`src/rtl/assert_macros.svh`:
```
// Assertion macros shared by the RTL files.
// No dependencies; the checks are left out when SYNTHESIS is defined.
`ifndef ASSERT_MACROS_SVH
`define ASSERT_MACROS_SVH
`ifndef SYNTHESIS
`define SMPQ_ASSERT(lbl, clk, rst_n, prop, msg) \
    lbl: assert property (@(posedge clk) disable iff (!rst_n) prop) else $error(msg);
`define SMPQ_NEVER(lbl, clk, rst_n, prop, msg) \
    lbl: assert property (@(posedge clk) disable iff (!rst_n) !(prop)) else $error(msg);
`else
`define SMPQ_ASSERT(lbl, clk, rst_n, prop, msg)
`define SMPQ_NEVER(lbl, clk, rst_n, prop, msg)
`endif
`endif

```
`src/rtl/smpq_pkg.sv`:
```
// Shared types and constants for the sorted max priority queue.
// No dependencies.
package smpq_pkg;

    localparam int CFG_W = 7;
    localparam int OCC_W = 7;

    localparam logic [CFG_W-1:0] CAPACITY_RESET = 7'd64;

    localparam logic OP_INSERT  = 1'b0;
    localparam logic OP_EXTRACT = 1'b1;

    typedef struct packed {
        logic ins;
        logic ext;
    } t_cell_ctl;

endpackage

```
`src/rtl/smpq_cell.sv`:
```
// One cell of the sorted chain: holds one entry, kept in descending order.
// Depends on smpq_pkg.
module smpq_cell import smpq_pkg::*; #(
    parameter int VALUE_WIDTH = 16,
    parameter int CNT_W       = 7,
    parameter int INDEX       = 0
) (
    input  logic                   i_clk,
    input  t_cell_ctl              i_ctl,
    input  logic [CNT_W-1:0]       i_count,
    input  logic [VALUE_WIDTH-1:0] i_value,
    input  logic [VALUE_WIDTH-1:0] i_prev_value,
    input  logic                   i_prev_keep,
    input  logic [VALUE_WIDTH-1:0] i_next_value,
    output logic [VALUE_WIDTH-1:0] o_value,
    output logic                   o_keep
);

    logic [VALUE_WIDTH-1:0] r_value;
    logic [VALUE_WIDTH-1:0] n_value;
    logic                   w_occ;

    assign w_occ   = CNT_W'(INDEX) < i_count;
    assign o_keep  = w_occ && (r_value >= i_value);
    assign o_value = r_value;

    always_comb begin
        n_value = r_value;
        priority if (i_ctl.ext) begin
            n_value = i_next_value;
        end else if (i_ctl.ins && !o_keep) begin
            n_value = i_prev_keep ? i_value : i_prev_value;
        end
    end

    always_ff @(posedge i_clk) begin
        r_value <= n_value;
    end

endmodule

```
`config.mk`:
```
export PLATFORM = sky130hd
export DESIGN_NAME = smpq_cell
export DESIGN_NICKNAME = d
export VERILOG_FILES = /design/src/rtl/assert_macros.svh /design/src/rtl/smpq_pkg.sv /design/src/rtl/smpq_cell.sv
export SDC_FILE = /design/constraint.sdc
export NUM_CORES = 1
export LEC_CHECK = 0
export ABC_AREA = 1
export BUFFER_PORTS_ARGS = -buffer_cell sky130_fd_sc_hd__clkbuf_2
export CORE_MARGIN = 8
export CORE_UTILIZATION = 48
export CTS_BUF_LIST = sky130_fd_sc_hd__clkbuf_8
export CTS_CLUSTER_SIZE = 30
export DETAILED_ROUTE_END_ITERATION = 16
export PLACE_DENSITY_LB_ADDON = 0.1
export SKIP_LAST_GASP = 1
export SLEW_MARGIN = 20
export SYNTH_ARGS = -nofsm -noshare
export SYNTH_HDL_FRONTEND = slang
export SYNTH_SLANG_ARGS = --single-unit
```
`constraint.sdc`:
```
create_clock -name i_clk -period 3.1 [get_ports i_clk]
set_input_delay 0.465 -clock i_clk [delete_from_list [all_inputs] [get_ports i_clk]]
set_output_delay 0.465 -clock i_clk [all_outputs]
set_load 0.005 [all_outputs]
```
# Word-level counts from Yosys, hierarchy flattened
# Index checks and enable logic that the tools add are counted.
# word_totals
input_bits	59
reg_bits	16
# op_classes
magnitude_cmp	2
n_reduce_logical	4
muxes	3
# ops
operator	n
$mux W16	3
$ge A16 B16 Y1	1
$lt A1 B7 Y1 const A	1
$logic_and A1 B1 Y1	2
$reduce_bool A2 Y1	1
$logic_not A1 Y1	1

# Logic depth before layout (Yosys ltp)
# logic_depth
ltp_word	6
ltp_mapped	14
ltp_nobuf	14

# Worst setup path before layout
# OpenSTA, ideal clock, no wires.
# synth_path
kind	in2reg
startpoint	in i_value[3]
endpoint	reg r_value[0], in the netlist o_value[0], enable pin
path_stages	13
path_buffers	0
t_arrival_ps	1666
slack_ps	1062
t_required_ps	2728
setup_ps	372
cell_sequence	inv_1 -> ha_1 -> nand2_1 -> nor2_1 -> nor2_1 -> nand2_1 -> nand2_1 -> nand2_1 -> nand2_1 -> nand2_1 -> nand2_1 -> nand2_1 -> nand2_1
# synth_via
elab_chain_len	5
# synth_rtl
item	line_no	source
start, declared	smpq_cell.sv:11	input logic [VALUE_WIDTH-1:0] i_value,
$ge A16 B16 Y1	smpq_cell.sv:24	assign o_keep = w_occ && (r_value >= i_value);
$logic_and A1 B1 Y1	smpq_cell.sv:24	
$logic_not A1 Y1	smpq_cell.sv:31	end else if (i_ctl.ins && !o_keep) begin
$logic_and A1 B1 Y1	smpq_cell.sv:31	
$reduce_bool A2 Y1 (no line)	-	
end signal, assigned	smpq_cell.sv:37	r_value <= n_value;
end, declared	smpq_cell.sv:19	logic [VALUE_WIDTH-1:0] r_value;
# Every way passes these cells.
# A chain may end at the register's enable or synchronous reset.

# Worst setup path after layout
# layout_path
startpoint	reg r_value[3], in the netlist o_value[3]
endpoint	reg r_value[3], in the netlist o_value[3], enable pin
# layout_via
elab_chain_len	5
# layout_rtl
item	line_no
$ge A16 B16 Y1	smpq_cell.sv:24
$logic_and A1 B1 Y1	smpq_cell.sv:24
$logic_not A1 Y1	smpq_cell.sv:31
$logic_and A1 B1 Y1	smpq_cell.sv:31
$reduce_bool A2 Y1 (no line)	-
# Every way passes these cells.

==> impl_metrics.env <==
export IMPL_worst_pin_slew_ps=673
export IMPL_path_cells="ha_1 > nand2_1 > nor2_1 > nor2_1 > nand2_1 > nand2_1 > nand2_1 > nand2_1 > nand2_1 > nand2_1 > nand2_1 > nand2_1"
export IMPL_syn_to_final_growth_pct=34.0
export IMPL_placementRows=18
export IMPL_crit_buf_inv=0
export IMPL_cts_resized=0
export IMPL_grt_max_degree=31
export IMPL_synth_distinct_cells=15
export IMPL_end_kind="flop"
export IMPL_synth_top_cells_by_count="49 x nand2_1, 25 x o21ai_0, 24 x inv_1, 16 x edfxtp_1, 16 x ha_1"
export IMPL_critPathSlowestCell="nand2_1"
export IMPL_async_flop_share_pct=0
export IMPL_synth_top_flop_cell="edfxtp_1"
export IMPL_grt_overflow_total=0
export IMPL_ys_ff_latch=16
export IMPL_grt_pass1_wl_um=5620
export IMPL_synth_cells=166
export IMPL_cpPeakStageDelay_ps=500
export IMPL_htreeDepth=1
export IMPL_relSlewSlack_pct=55.0
export IMPL_dp_cells=265
export IMPL_syn_area_per_cell_um2=7.57
export IMPL_vdd_drop_max_uv=301
export IMPL_numCtsBuffers=3
export IMPL_path_clk_slew_ps=60
export IMPL_ios=76
export IMPL_cp_max_fo=16
export IMPL_chipHeight_um=67.2
export IMPL_clock_path_buffers=2
export IMPL_core_area_um2=2480
export IMPL_grt_pass1_vias=1390
export IMPL_drt_first_iter_violations=56
export IMPL_grt_util_all_layers_pct=15.4
export IMPL_power_density_nw_per_um2=371
export IMPL_fin_nets=315
export IMPL_final_cell_count_no_fill=268
export IMPL_synth_top_area_cell="edfxtp_1"
export IMPL_crit_start="o_value[3]"
export IMPL_yosysMostFrequentCell="nand2_1"
export IMPL_critPathKind="flop to flop"
export IMPL_finalSetupViolCount=0
export IMPL_hold_viol_final=0
export IMPL_die_w_um=67.2
export IMPL_finalSetupTns_ps=0
export IMPL_worstHoldStart="i_next_value[13]"
export IMPL_synth_edf_count=16
export IMPL_clock_sinks=16
export IMPL_fmax_ghz=0.456
export IMPL_crit_path_frequent_cell="nand2_1"
export IMPL_clock_skew_ps=0.442
export IMPL_outcome="finished, final reports clean"
export IMPL_hold_path_class="input pin to flop"
export IMPL_arrival_ps=2070
export IMPL_final_cell_area_um2=1680
export IMPL_drv_cap=0
export IMPL_place_gp_congestion=0.828
export IMPL_grt_setup_unrepaired="false"
export IMPL_drive_above_1_share_pct=33.6
export IMPL_cts_tree="built"
export IMPL_fin_crit_sh_pct=70.8
export IMPL_finalMaxSlewViolations=0
export IMPL_vias_per_cell=4.80
export IMPL_start_util_pct=50.7
export IMPL_synth_area_um2=1260
export IMPL_leakagePower_uw=0.000936
export IMPL_vias=1287
export IMPL_antennaDiodeCount=0
export IMPL_cp_required_ps=2980
export IMPL_synth_fp_nets=241
export IMPL_totalWireLength_um=3340
export IMPL_netlist_top_cells_area="edfxtp_1 38%, ha_1 16%, nand2_1 15%"
export IMPL_hold_buffers=0
export IMPL_cts_setup_buffers=0
export IMPL_postPlaceCellArea_um2=1640
export IMPL_first_pass_iters=4
export IMPL_hpwlAfterDp_um=2840
export IMPL_clockRootBuffer="clkbuf_8"
export IMPL_fin_crit_ps=2190
export IMPL_wl_per_cell_um=12.4
export IMPL_r2r_start="o_value[3]"
export IMPL_die_area_um2=4510
export IMPL_drtAntennaViolNets=0
export IMPL_synth_top_cell_area_share_pct=38.2
export IMPL_largest_reg_flops=16
export IMPL_cp_start_kind="flop"
export IMPL_drc_errors=0
export IMPL_port_buffers=75
export IMPL_clock_latency_ps=240
export IMPL_synth_seq_area_share_pct=38.2
export IMPL_ys_warnings_count=0
export IMPL_path_delay_family="simple AND/OR/NAND/NOR gates"
export IMPL_antenna_found_initial=0
## placed cells by master (no fill, tap or decap), drive strengths merged
cell,netlist,routed
a21oi,13,13
nor3,2,2
inv,24,24
nand4,1,1
o21a,1,1
edfxtp,16,16
nor2,9,9
and3,1,1
nand2,49,49
o21ai,28,28
clkbuf,2,78
ha,16,16
## metal layers
metal / vias to the layer above / GRT usage, % / part of all wire, %
met5: - / 0 / 0
met4: 0 / 4.18 / 0.51
met3: 2 / 4.30 / 8.1
met2: 44 / 28.9 / 52
met1: 546 / 16.5 / 40
li1: 695 / - / -
## tightest hold or removal path, stage by stage
cell	delay [ps]
clkbuf_2	80
nand2_1	40
o21ai_1	50
## kinds of logic after synthesis
kind of cell             after synthesis  synth area share [%]
AO/OA/AOI/OAI                         42                  17.2
adder cells (fa/ha/maj)               16                  15.9
buffers and inverters                 30                  9.36
flip-flops                            16                  38.2
AND/OR/NAND/NOR                       62                  19.2
## stage by stage
| stage | setup slack [ps] | hold WS, ps | utilization [%] | total power (uW) |
|---|---|---|---|---|
| floorplan | 1060 | 656 | - | 391 |
| global placement | 764 | 742 | 66.3 | 469 |
| detailed placement | 715 | 754 | 66.3 | 478 |
| CTS | 906 | 502 | 67.9 | 629 |
| global route | 707 | 513 | 67.9 | 670 |
| finish | 906 | 501 | 67.9 | 624 |
## worst paths after layout
path	slack, ps	cells after the start	end
setup / recovery	910	12	o_value[3]
hold / removal	500	3	o_value[13]
setup reg to reg	910	12	o_value[3]
hold reg to reg	1560	8	o_value[14]
## final cells by class
type                    instances  area (um2)
clock buffers                   3        41.3
fillers                       231         795
inverters                      24        90.1
multi-input cells             120         658
flip-flops and latches         16         480
well taps                      30        37.5
repair buffers                 75         375
## where the power goes
part	total [uW]	switching, uW	internal (uW)
clock network	153	66.6	85.9
registers	284	13.3	270
logic	188	100	87.9
(Power assumes the default switching activity.)
